==> src/hw/rtl/fmfws_pkg.sv <==
// Shared types, codes and constants of the font-metric fix_word scaler.
`timescale 1ns / 1ps
`default_nettype none

package fmfws_pkg;

    localparam int WORD_W     = 32;
    localparam int SIZE_W     = 27;
    localparam int SPEC_W     = 28;
    localparam int NORM_W     = 23;
    localparam int PROD_W     = 55;
    localparam int CNT_W      = 6;
    localparam int MUL_STEPS  = SPEC_W;
    localparam int CFG_IDX_W  = 1;

    // Divide by 1000 as a shift by three and a reciprocal multiplication by 1/125.
    localparam int DIVD_W      = 34;
    localparam int RECIP_W     = 35;
    localparam int RLO_W       = 18;
    localparam int RECIP_SHIFT = 41;

    localparam logic [WORD_W-1:0]        DESIGN_RESET = 32'd10485760;
    localparam logic signed [SPEC_W-1:0] USE_DESIGN   = -28'sd1000;
    localparam logic [SIZE_W-1:0]        UNITY_SP     = 27'd65536;
    localparam logic [RECIP_W-1:0]       RECIP_125    = 35'd17592186045;
    // 1000 * 2^27: this product and any larger one scale to an oversized font.
    localparam logic [PROD_W-1:0]        SCALED_LIMIT = 55'd134217728000;

    // Configuration register indexes.
    localparam logic [CFG_IDX_W-1:0] REG_DESIGN_SIZE = 1'b0;
    localparam logic [CFG_IDX_W-1:0] REG_AT_SPEC     = 1'b1;

    // Result status codes.
    localparam logic [1:0] STATUS_OK       = 2'd0;
    localparam logic [1:0] STATUS_BAD_SIGN = 2'd1;
    localparam logic [1:0] STATUS_BAD_SIZE = 2'd2;

    typedef enum logic [2:0] {
        SZ_START,
        SZ_MUL,
        SZ_DIV,
        SZ_QUOT,
        SZ_NORM,
        SZ_IDLE
    } size_state_t;

    // Everything the word pipeline needs to know about the current size.
    typedef struct packed {
        logic              invalid;
        logic [SIZE_W-1:0] size;
        logic [NORM_W-1:0] zn;
        logic [2:0]        shift;
        logic [WORD_W-1:0] alpha;
    } size_info_t;

endpackage

`default_nettype wire

==> src/hw/rtl/fmfws_if.sv <==
// Channel interfaces of the fix_word scaler: configuration, word and result.
`timescale 1ns / 1ps
`default_nettype none

interface fmfws_cfg_if;
    logic                             valid;
    logic                             ready;
    logic [fmfws_pkg::CFG_IDX_W-1:0]  reg_index;
    logic [fmfws_pkg::WORD_W-1:0]     data;

    modport source (output valid, output reg_index, output data, input ready);
    modport sink (input valid, input reg_index, input data, output ready);
endinterface

interface fmfws_word_if;
    logic                         valid;
    logic                         ready;
    logic [fmfws_pkg::WORD_W-1:0] raw_word;
    logic                         slant_mode;

    modport source (output valid, output raw_word, output slant_mode, input ready);
    modport sink (input valid, input raw_word, input slant_mode, output ready);
endinterface

interface fmfws_result_if;
    logic                                valid;
    logic                                ready;
    logic signed [fmfws_pkg::WORD_W-1:0] scaled_value;
    logic [fmfws_pkg::SIZE_W-1:0]        font_size;
    logic [1:0]                          status;

    modport source (output valid, output scaled_value, output font_size, output status,
                    input ready);
    modport sink (input valid, input scaled_value, input font_size, input status,
                  output ready);
endinterface

`default_nettype wire

==> src/hw/rtl/fmfws_size_unit.sv <==
// Configuration registers and the serial unit that derives the effective font size.
`timescale 1ns / 1ps
`default_nettype none

module fmfws_size_unit (
    input  wire logic                    clk,
    input  wire logic                    rst_n,
    fmfws_cfg_if.sink                    cfg,
    output fmfws_pkg::size_info_t        info,
    output logic                         busy
);

    localparam int PLO_W = fmfws_pkg::DIVD_W + fmfws_pkg::RLO_W;
    localparam int PHI_W = fmfws_pkg::DIVD_W + fmfws_pkg::RECIP_W - fmfws_pkg::RLO_W;
    localparam int SUM_W = fmfws_pkg::DIVD_W + fmfws_pkg::RECIP_W;

    fmfws_pkg::size_state_t              state_reg, state_next;
    logic [fmfws_pkg::WORD_W-1:0]        dsw_reg;
    logic signed [fmfws_pkg::SPEC_W-1:0] at_reg;
    logic [fmfws_pkg::PROD_W-1:0]        acc_reg, acc_next;
    logic [fmfws_pkg::SPEC_W-1:0]        mpl_reg, mpl_next;
    logic [PLO_W-1:0]                    plo_reg, plo_next;
    logic [PHI_W-1:0]                    phi_reg, phi_next;
    logic [fmfws_pkg::CNT_W-1:0]         cnt_reg, cnt_next;
    logic                                bad_reg, bad_next;
    fmfws_pkg::size_info_t               info_reg, info_next;

    logic [fmfws_pkg::SIZE_W-1:0]        z0;
    logic                                bad_design;
    logic [fmfws_pkg::DIVD_W-1:0]        eighth;
    logic [SUM_W-1:0]                    recip_sum;
    logic [fmfws_pkg::SIZE_W-1:0]        z;
    logic [2:0]                          k;
    logic                                cfg_beat;

    assign cfg.ready = 1'b1;
    assign cfg_beat  = cfg.valid & cfg.ready;
    assign info      = info_reg;
    assign busy      = (state_reg != fmfws_pkg::SZ_IDLE);

    assign z0         = dsw_reg[30:4];
    assign bad_design = dsw_reg[31] | (z0 < fmfws_pkg::UNITY_SP);
    assign eighth     = acc_reg[fmfws_pkg::DIVD_W+2:3];
    assign recip_sum  = {phi_reg, fmfws_pkg::RLO_W'(0)} + SUM_W'(plo_reg);
    assign z          = acc_reg[fmfws_pkg::SIZE_W-1:0];

    always_comb
    begin
        if (z[26])
            k = 3'd4;
        else if (z[25])
            k = 3'd3;
        else if (z[24])
            k = 3'd2;
        else if (z[23])
            k = 3'd1;
        else
            k = 3'd0;
    end

    always_ff @(posedge clk or negedge rst_n)
    begin
        if (!rst_n)
        begin
            dsw_reg <= fmfws_pkg::DESIGN_RESET;
            at_reg  <= fmfws_pkg::USE_DESIGN;
        end
        else if (cfg_beat)
        begin
            unique case (cfg.reg_index)
                fmfws_pkg::REG_DESIGN_SIZE: dsw_reg <= cfg.data;
                fmfws_pkg::REG_AT_SPEC:     at_reg  <= cfg.data[fmfws_pkg::SPEC_W-1:0];
                default:                    dsw_reg <= dsw_reg;
            endcase
        end
    end

    always_ff @(posedge clk or negedge rst_n)
    begin
        if (!rst_n)
        begin
            state_reg <= fmfws_pkg::SZ_START;
            cnt_reg   <= '0;
            bad_reg   <= 1'b0;
            info_reg  <= '0;
        end
        else
        begin
            state_reg <= state_next;
            cnt_reg   <= cnt_next;
            bad_reg   <= bad_next;
            info_reg  <= info_next;
        end
    end

    always_ff @(posedge clk)
    begin
        acc_reg <= acc_next;
        mpl_reg <= mpl_next;
        plo_reg <= plo_next;
        phi_reg <= phi_next;
    end

    always_comb
    begin
        state_next = state_reg;
        acc_next   = acc_reg;
        mpl_next   = mpl_reg;
        plo_next   = plo_reg;
        phi_next   = phi_reg;
        cnt_next   = cnt_reg;
        bad_next   = bad_reg;
        info_next  = info_reg;
        unique case (state_reg)
            fmfws_pkg::SZ_START:
            begin
                bad_next = bad_design;
                if (at_reg == fmfws_pkg::USE_DESIGN)
                begin
                    acc_next   = fmfws_pkg::PROD_W'(z0);
                    state_next = fmfws_pkg::SZ_NORM;
                end
                else if (!at_reg[fmfws_pkg::SPEC_W-1])
                begin
                    acc_next   = fmfws_pkg::PROD_W'(at_reg[fmfws_pkg::SIZE_W-1:0]);
                    state_next = fmfws_pkg::SZ_NORM;
                end
                else
                begin
                    acc_next   = '0;
                    mpl_next   = fmfws_pkg::SPEC_W'(-at_reg);
                    cnt_next   = fmfws_pkg::CNT_W'(fmfws_pkg::MUL_STEPS);
                    state_next = fmfws_pkg::SZ_MUL;
                end
            end
            fmfws_pkg::SZ_MUL:
            begin
                // Multiplier bits are taken most significant first.
                acc_next = {acc_reg[fmfws_pkg::PROD_W-2:0], 1'b0}
                         + (mpl_reg[fmfws_pkg::SPEC_W-1] ? fmfws_pkg::PROD_W'(z0)
                                                         : fmfws_pkg::PROD_W'(0));
                mpl_next = {mpl_reg[fmfws_pkg::SPEC_W-2:0], 1'b0};
                cnt_next = cnt_reg - 1'b1;
                if (cnt_reg == fmfws_pkg::CNT_W'(1))
                    state_next = fmfws_pkg::SZ_DIV;
            end
            fmfws_pkg::SZ_DIV:
            begin
                // Only products below 1000 * 2^27 need an exact quotient; the rest
                // are oversized. Those fit the reciprocal after the shift by three.
                bad_next   = bad_reg | (acc_reg >= fmfws_pkg::SCALED_LIMIT);
                plo_next   = PLO_W'(eighth)
                           * PLO_W'(fmfws_pkg::RECIP_125[fmfws_pkg::RLO_W-1:0]);
                phi_next   = PHI_W'(eighth)
                           * PHI_W'(fmfws_pkg::RECIP_125[fmfws_pkg::RECIP_W-1:
                                                         fmfws_pkg::RLO_W]);
                state_next = fmfws_pkg::SZ_QUOT;
            end
            fmfws_pkg::SZ_QUOT:
            begin
                acc_next   = fmfws_pkg::PROD_W'(recip_sum[SUM_W-1:fmfws_pkg::RECIP_SHIFT]);
                state_next = fmfws_pkg::SZ_NORM;
            end
            fmfws_pkg::SZ_NORM:
            begin
                info_next.invalid = bad_reg | (|acc_reg[fmfws_pkg::PROD_W-1:fmfws_pkg::SIZE_W]);
                info_next.size    = z;
                info_next.shift   = k;
                info_next.zn      = fmfws_pkg::NORM_W'(z >> k);
                info_next.alpha   = fmfws_pkg::WORD_W'(fmfws_pkg::NORM_W'(z >> k))
                                    << (4'd4 + 4'(k));
                state_next        = fmfws_pkg::SZ_IDLE;
            end
            fmfws_pkg::SZ_IDLE:
            begin
                state_next = fmfws_pkg::SZ_IDLE;
            end
            default:
            begin
                state_next = fmfws_pkg::SZ_START;
            end
        endcase
        // A new register value always restarts the size derivation.
        if (cfg_beat)
            state_next = fmfws_pkg::SZ_START;
    end

    a_cfg_restarts: assert property (@(posedge clk) disable iff (!rst_n)
        cfg_beat |=> busy)
        else $error("size unit not busy after a configuration beat");

    a_norm_below: assert property (@(posedge clk) disable iff (!rst_n)
        !busy |-> (info_reg.size >> info_reg.shift)
                  < (fmfws_pkg::SIZE_W'(1) << fmfws_pkg::NORM_W))
        else $error("normalized size out of range");

    a_shift_bound: assert property (@(posedge clk) disable iff (!rst_n)
        !busy |-> info_reg.shift <= 3'd4)
        else $error("normalization shift out of range");

endmodule

`default_nettype wire

==> src/hw/rtl/fmfws_datapath.sv <==
// Three-stage word pipeline: byte products, partial sums, final scaling and status.
`timescale 1ns / 1ps
`default_nettype none

module fmfws_datapath (
    input  wire logic                    clk,
    input  wire logic                    rst_n,
    input  fmfws_pkg::size_info_t        info,
    input  wire logic                    hold,
    fmfws_word_if.sink                   word,
    fmfws_result_if.source               result
);

    localparam int PW = fmfws_pkg::NORM_W + 8;

    // Stage 1: byte products.
    logic                          v1_reg;
    logic [fmfws_pkg::WORD_W-1:0]  w1_reg;
    logic                          s1_reg;
    logic [PW-1:0]                 dz1_reg, cz1_reg, bz1_reg;
    // Stage 2: low partial sum.
    logic                          v2_reg;
    logic [fmfws_pkg::WORD_W-1:0]  w2_reg;
    logic                          s2_reg;
    logic [fmfws_pkg::WORD_W-1:0]  t2_reg;
    logic [PW-1:0]                 bz2_reg;
    // Stage 3: output register.
    logic                          v3_reg;
    logic [fmfws_pkg::WORD_W-1:0]  val3_reg, val3_next;
    logic [fmfws_pkg::SIZE_W-1:0]  size3_reg, size3_next;
    logic [1:0]                    st3_reg, st3_next;

    logic rdy1, rdy2, rdy3;
    logic accept;
    logic [fmfws_pkg::WORD_W-1:0]  sum;
    logic [fmfws_pkg::WORD_W-1:0]  sw;
    logic [fmfws_pkg::WORD_W-1:0]  slanted;
    logic [7:0]                    a2;

    assign rdy3 = !v3_reg | result.ready;
    assign rdy2 = !v2_reg | rdy3;
    assign rdy1 = !v1_reg | rdy2;
    assign word.ready = rdy1 & !hold;
    assign accept = word.valid & word.ready;

    always_ff @(posedge clk or negedge rst_n)
    begin
        if (!rst_n)
        begin
            v1_reg <= 1'b0;
            v2_reg <= 1'b0;
            v3_reg <= 1'b0;
        end
        else
        begin
            if (rdy1)
                v1_reg <= accept;
            if (rdy2)
                v2_reg <= v1_reg;
            if (rdy3)
                v3_reg <= v2_reg;
        end
    end

    always_ff @(posedge clk)
    begin
        if (rdy1)
        begin
            w1_reg  <= word.raw_word;
            s1_reg  <= word.slant_mode;
            dz1_reg <= PW'(word.raw_word[7:0])   * PW'(info.zn);
            cz1_reg <= PW'(word.raw_word[15:8])  * PW'(info.zn);
            bz1_reg <= PW'(word.raw_word[23:16]) * PW'(info.zn);
        end
        if (rdy2)
        begin
            w2_reg  <= w1_reg;
            s2_reg  <= s1_reg;
            t2_reg  <= fmfws_pkg::WORD_W'(dz1_reg >> 8) + fmfws_pkg::WORD_W'(cz1_reg);
            bz2_reg <= bz1_reg;
        end
        if (rdy3)
        begin
            val3_reg  <= val3_next;
            size3_reg <= size3_next;
            st3_reg   <= st3_next;
        end
    end

    assign a2      = w2_reg[31:24];
    assign sum     = fmfws_pkg::WORD_W'(t2_reg >> 8) + fmfws_pkg::WORD_W'(bz2_reg);
    // Dividing by beta is a right shift by four less the normalization shift.
    assign sw      = sum >> (3'd4 - info.shift);
    assign slanted = {{4{w2_reg[31]}}, w2_reg[31:4]};

    always_comb
    begin
        val3_next  = '0;
        size3_next = info.size;
        st3_next   = fmfws_pkg::STATUS_OK;
        if (info.invalid)
        begin
            size3_next = '0;
            st3_next   = fmfws_pkg::STATUS_BAD_SIZE;
        end
        else if (s2_reg)
            val3_next = slanted;
        else if (a2 == 8'd0)
            val3_next = sw;
        else if (a2 == 8'd255)
            val3_next = sw - info.alpha;
        else
            st3_next = fmfws_pkg::STATUS_BAD_SIGN;
    end

    assign result.valid        = v3_reg;
    assign result.scaled_value = val3_reg;
    assign result.font_size    = size3_reg;
    assign result.status       = st3_reg;

    a_bad_size_zero: assert property (@(posedge clk) disable iff (!rst_n)
        v3_reg && st3_reg == fmfws_pkg::STATUS_BAD_SIZE |-> val3_reg == '0 && size3_reg == '0)
        else $error("bad size result carries nonzero fields");

    a_bad_sign_zero: assert property (@(posedge clk) disable iff (!rst_n)
        v3_reg && st3_reg == fmfws_pkg::STATUS_BAD_SIGN |-> val3_reg == '0)
        else $error("bad sign result carries a nonzero value");

    a_status_code: assert property (@(posedge clk) disable iff (!rst_n)
        v3_reg |-> st3_reg != 2'd3)
        else $error("undefined status code");

    a_no_accept_hold: assert property (@(posedge clk) disable iff (!rst_n)
        hold |-> !accept)
        else $error("word accepted while size unit busy");

endmodule

`default_nettype wire

==> src/hw/rtl/font_metric_fix_word_scaler.sv <==
// Top level of the font-metric fix_word scaler.
// Usage:
//   cfg    - register writes; index 0 is the design size word, index 1 the at-size
//            spec. Every beat is taken at once (ready is always high). Write only
//            while no word is in flight.
//   word   - one fix_word plus slant flag per beat.
//   result - one scaled value, effective font size and status per word, in order.
// After reset and after every configuration beat the size unit derives the
// effective size; word.ready stays low meanwhile. When the size is given directly
// or is the design size, the unit goes from SZ_START straight to SZ_NORM; when a
// scale factor applies it runs 28 serial multiply steps, the reciprocal
// multiplication for the divide by 1000 (SZ_DIV, SZ_QUOT) and the normalization.
// The word pipeline has three register stages, and result.valid is the valid bit
// of the third, so each word passes stages 1, 2 and 3 before its result beat; one
// word per cycle is sustained while the receiver is ready, the size unit is idle
// and cfg.valid is low. When the receiver stalls, bubbles in the pipeline still
// fill, and then word.ready drops; no beat is lost or repeated. Reset empties the
// pipeline.
`timescale 1ns / 1ps
`default_nettype none

module font_metric_fix_word_scaler (
    input  wire logic       clk,
    input  wire logic       rst_n,
    fmfws_cfg_if.sink       cfg,
    fmfws_word_if.sink      word,
    fmfws_result_if.source  result
);

    fmfws_pkg::size_info_t info;
    logic                  busy;
    logic                  hold;

    fmfws_size_unit u_size (
        .clk   (clk),
        .rst_n (rst_n),
        .cfg   (cfg),
        .info  (info),
        .busy  (busy)
    );

    assign hold = busy | cfg.valid;

    fmfws_datapath u_path (
        .clk    (clk),
        .rst_n  (rst_n),
        .info   (info),
        .hold   (hold),
        .word   (word),
        .result (result)
    );

endmodule

`default_nettype wire
==> src/flat_wrapper.sv <==
// flat-port wrapper written by rule: the top's interface ports become plain ports
module font_metric_fix_word_scaler_flat 
  (clk, rst_n, cfg_valid, cfg_reg_index, cfg_data, cfg_ready, word_valid, word_raw_word, word_slant_mode, word_ready, result_valid, result_scaled_value, result_font_size, result_status, result_ready);
  fmfws_cfg_if cfg_i ();
  fmfws_word_if word_i ();
  fmfws_result_if result_i ();
  input  wire logic clk;
  input  wire logic rst_n;
  input wire logic [$bits(cfg_i.valid)-1:0] cfg_valid;
  input wire logic [$bits(cfg_i.reg_index)-1:0] cfg_reg_index;
  input wire logic [$bits(cfg_i.data)-1:0] cfg_data;
  output wire logic [$bits(cfg_i.ready)-1:0] cfg_ready;
  input wire logic [$bits(word_i.valid)-1:0] word_valid;
  input wire logic [$bits(word_i.raw_word)-1:0] word_raw_word;
  input wire logic [$bits(word_i.slant_mode)-1:0] word_slant_mode;
  output wire logic [$bits(word_i.ready)-1:0] word_ready;
  output wire logic [$bits(result_i.valid)-1:0] result_valid;
  output wire logic [$bits(result_i.scaled_value)-1:0] result_scaled_value;
  output wire logic [$bits(result_i.font_size)-1:0] result_font_size;
  output wire logic [$bits(result_i.status)-1:0] result_status;
  input wire logic [$bits(result_i.ready)-1:0] result_ready;
  assign cfg_i.valid = cfg_valid;
  assign cfg_i.reg_index = cfg_reg_index;
  assign cfg_i.data = cfg_data;
  assign cfg_ready = cfg_i.ready;
  assign word_i.valid = word_valid;
  assign word_i.raw_word = word_raw_word;
  assign word_i.slant_mode = word_slant_mode;
  assign word_ready = word_i.ready;
  assign result_valid = result_i.valid;
  assign result_scaled_value = result_i.scaled_value;
  assign result_font_size = result_i.font_size;
  assign result_status = result_i.status;
  assign result_i.ready = result_ready;
  font_metric_fix_word_scaler u_core (.clk(clk), .rst_n(rst_n), .cfg(cfg_i), .word(word_i), .result(result_i));
endmodule
==> config.mk <==
export PLATFORM = sky130hd
export DESIGN_NAME = font_metric_fix_word_scaler_flat
export DESIGN_NICKNAME = d
export VERILOG_FILES = /design/src/hw/rtl/fmfws_pkg.sv /design/src/hw/rtl/fmfws_if.sv /design/src/hw/rtl/fmfws_size_unit.sv /design/src/hw/rtl/fmfws_datapath.sv /design/src/hw/rtl/font_metric_fix_word_scaler.sv /design/src/flat_wrapper.sv
export SDC_FILE = /design/constraint.sdc
export NUM_CORES = 2
export LEC_CHECK = 0
export ABC_CLOCK_PERIOD_IN_PS = 12030
export BUFFER_PORTS_ARGS = -buffer_cell sky130_fd_sc_hd__buf_2
export CAP_MARGIN = 20
export CORE_ASPECT_RATIO = 1.25
export CORE_MARGIN = 3
export CORE_UTILIZATION = 65
export CTS_CLUSTER_DIAMETER = 150
export DETAILED_ROUTE_END_ITERATION = 16
export GPL_TIMING_DRIVEN = 0
export PLACE_DENSITY_LB_ADDON = 0.3
export SLEW_MARGIN = 20
export SYNTH_ARGS = -nofsm -noshare
export SYNTH_HDL_FRONTEND = slang
export SYNTH_SLANG_ARGS = --single-unit
==> constraint.sdc <==
create_clock -name clk -period 12.03 [get_ports clk]
set_input_delay 3.609 -clock clk [delete_from_list [all_inputs] [get_ports clk]]
set_output_delay 3.609 -clock clk [all_outputs]
set_load 0.01 [all_outputs]
==> results.md <==
* Status: finished clean
* Post-synth EDFFs at 423
* Die width at between 200 and 300 um
* Max incr delay on CP at 1000 ps
* Nets@finish at between 7,000 and 8,000
* RSZ-0062 raised after global routing: no
* Met3 Track Usage GR at 8.14%
* Async set-reset flop share out of synthesis at 26.7%
* Ports at 135
* CP Data Arrival Time at slightly below 10,000 ps
* CP max-delay cell: o311ai_0
* Die span in y at approximately 350 um
* Post-layout min period at ~9600 ps
* Setup-failing EPs final at 0
* WHS Path Cells at 0
* Worst hold start: u_core.u_path.w1_reg[7]$_DFFE_PP_
* Netlist cell types at between 80 and 90
* Max Freq at 0.104 GHz
* Largest net degree at the start of global routing at between 80 and 90
* Crit. End Element: register
* Worst slew pin tran at between 1000 and 1500 ps
* Reg2Reg Setup Slack at between 3000 and 4000 ps
* Most frequent cell after synthesis: inv_1
* Setup TNS at 0 ps
* Final core occ at approximately 72%
* Post-synthesis register bit count at a little under 600
* Vias in the first global route at 49,757
* Worst Hold Margin at just over 400 ps
* Register area at 0.0166 mm2
* Final period util at about 80%
* DR pass1 iterations at 6
* Worst Hold End: u_core.u_path.w2_reg[7]$_DFFE_PP_
* Slew Limit Fails at 0
* Worst setup path startpoint: word_raw_word[12]
* Root buffer cell: clkbuf_16
* Syn Std Cell Area at between 0.06 and 0.07 mm2
* Met2 usage in global routing at 62.4%
* Core ar. at between 0.09 and 0.1 mm2
* M1 GR Usage at 44.3%
* Post-CTS setup buffer count at 0
* Max_cap viols at 0
* Final Hold Vio Count at 0
* Clock Tree Buf Depth at 3
* Max reg flops at 85
* Synth Instances at between 6,000 and 7,000
* Clock slew at reported path FFs at about 60 ps
* First-pass GRT wire length at 288,000 um
* Max H-tree Level at 3
* Avg Inst Size Synth at 10.2 um2
* Hold Crit Class: reg -> reg
* Synth cell count leaders: inv_1, ha_1, fa_1, nand2_1, edfxtp_1
* Initial DRC Count at roughly 4,000
* Worst flop-to-flop path startpoint: u_core.u_size.acc_reg[26]$_DFFE_PP_
* Row cnt at 126
* Vias/cell at 6.21
* Clk_skew at roughly 27 ps
* Initial Utilization at 66.0%
* HPWL after detailed placement at between 150,000 and 200,000 um
* Die ar. at around 0.1 mm2
* Post-route DRC at 0
* TritonCTS buffer count at between 60 and 70
* Busiest grt layer: met2
* FF-to-FF path depth at 26
* Reg-to-reg critical path endpoint: u_core.u_size.plo_reg[50]$_DFFE_PP_
* Syn. warnings at 0
* CP dominant cell by count: fa_1
* CTS tree: built
* PortBufs at between 100 and 150
* Mapped Nets at 7,700
* Worst-Skew Late Latency at approximately 630 ps
* Post-CTS Hold Fix Bufs at 0
* Area grow syn2layout at 8.33%
* Multi-input gate area at 0.0423 mm2
* CTS resizes at 0
* Antenna violations before repair at 17
* Avg WL per Cell at 24.3 um
* Startpoint types: input pin
* Synth top area cells: fa_1, edfxtp_1, ha_1, dfrtp_1, inv_1
* Critical-path cell list: buf_2 -> clkbuf_1 -> nand2_1 -> fa_1 -> fa_1 -> inv_1 -> fa_1 -> inv_1 -> fa_1 -> inv_1 -> ha_1 -> o21ai_0 -> a21o_1 -> a211oi_1 -> nor2_1 -> o311ai_0 -> a311o_1 -> a21oi_1 -> o21bai_1 -> a21oi_1 -> xnor2_1
* Cell taking the most area after synthesis: fa_1
* Routed vias at approximately 48,000
* Final wirelength at about 190,000 um
* Ys flop type: edfxtp_1
* Fillcell total at slightly above 7,000
* Worst EP required at 12,380 ps
* Final GP Congestion at approximately 1.0
* Gr ovfl total at 0
* Crit-path max FO at 10
* ANT nets after route at 0
* Share of layout cells above drive strength 1 at 6.52%
* Sink Count at about 580
* Top cell type's share of synthesized area at 23.5%
* Setup CP Type: in -> reg
* Worst slew margin at ~17%
* Seq/Total Area, Yosys at around a quarter
* Tot GR Track Use at a little under two fifths
==> worst max-delay path, delay by kind of cell <==
kind	cells	cell delay, ps
XOR/XNOR	1	130
buffers and inverters	5	1040
AO/OA/AOI/OAI	8	2400
adder cells (fa/ha/maj)	5	2350
AND/OR/NAND/NOR	2	380
==> logic make-up (layout without fill, tap and decap cells) <==
| group | after synthesis | after routing | synth area share, % |
|---|---|---|---|
| xor gates and xnor gates | 309 | 309 | 4.31 |
| buffers and inverters | 1083 | 1370 | 6.47 |
| and+or+nand+nor | 1610 | 1610 | 12.2 |
| AOI/OAI and AO/OA | 975 | 975 | 10.0 |
| adders and majority gates | 1478 | 1478 | 38.2 |
| muxes | 118 | 118 | 2.33 |
| DFF | 577 | 577 | 26.4 |
| other | 1 | 10 | 0.00597 |
==> final cells by class <==
cell class | instances | share of cell area [%]
inverter | 884 | 4.87
tap | 1280 | 2.35
antenna | 9 | 0.0331
clock inverter | 36 | 0.649
timing repair buffer | 169 | 1.95
clock buffer | 82 | 2.62
sequential | 577 | 24.4
buffer | 199 | 1.10
multi-input combinational | 4491 | 62.1
==> cells in the final DEF (no fill, tap or decap), types with 132 or more instances in the layout <==
master / count
a21o_1: 137
a21oi_1: 281
and2_1: 298
buf_2: 132
clkbuf_1: 201
dfrtp_1: 132
edfxtp_1: 423
fa_1: 738
ha_1: 740
inv_1: 879
nand2_1: 620
nor2_1: 287
o21ai_0: 205
xnor2_1: 192
==> stage by stage <==
step / cell area [um2] / cells / setup WS (ps)
3_5_place_dp: 65800 / 7597 / 2030
3_3_place_gp: 65100 / 7564 / -1640
5_1_grt: 68100 / 7719 / 2280
4_1_cts: 68000 / 7715 / 2660
2_1_floorplan: 62900 / 6151 / 1040
6_report: 68100 / 7727 / 2450
==> routing by layer <==
metal	share of wire [%]	vias up
li1	-	21136
met1	35	23738
met2	48	2372
met3	9.1	698
met4	7.8	8
met5	0.027	-
==> worst max-delay path by stage <==
stage / endpoint / cells past startpoint / slack [ps]
2_1_floorplan: word_ready / 3 / 1040
3_3_place_gp: word_ready / 5 / -1640
6_report: u_core.u_path.cz1_reg[29]$_DFFE_PP_ / 21 / 2450
3_5_place_dp: u_core.u_path.cz1_reg[29]$_DFFE_PP_ / 21 / 2030
4_1_cts: u_core.u_path.cz1_reg[29]$_DFFE_PP_ / 21 / 2660
5_1_grt: u_core.u_path.cz1_reg[29]$_DFFE_PP_ / 21 / 2280
Power is not shown: default switching activity piles up to over one toggle a cycle in this logic, so the estimate is an artifact.
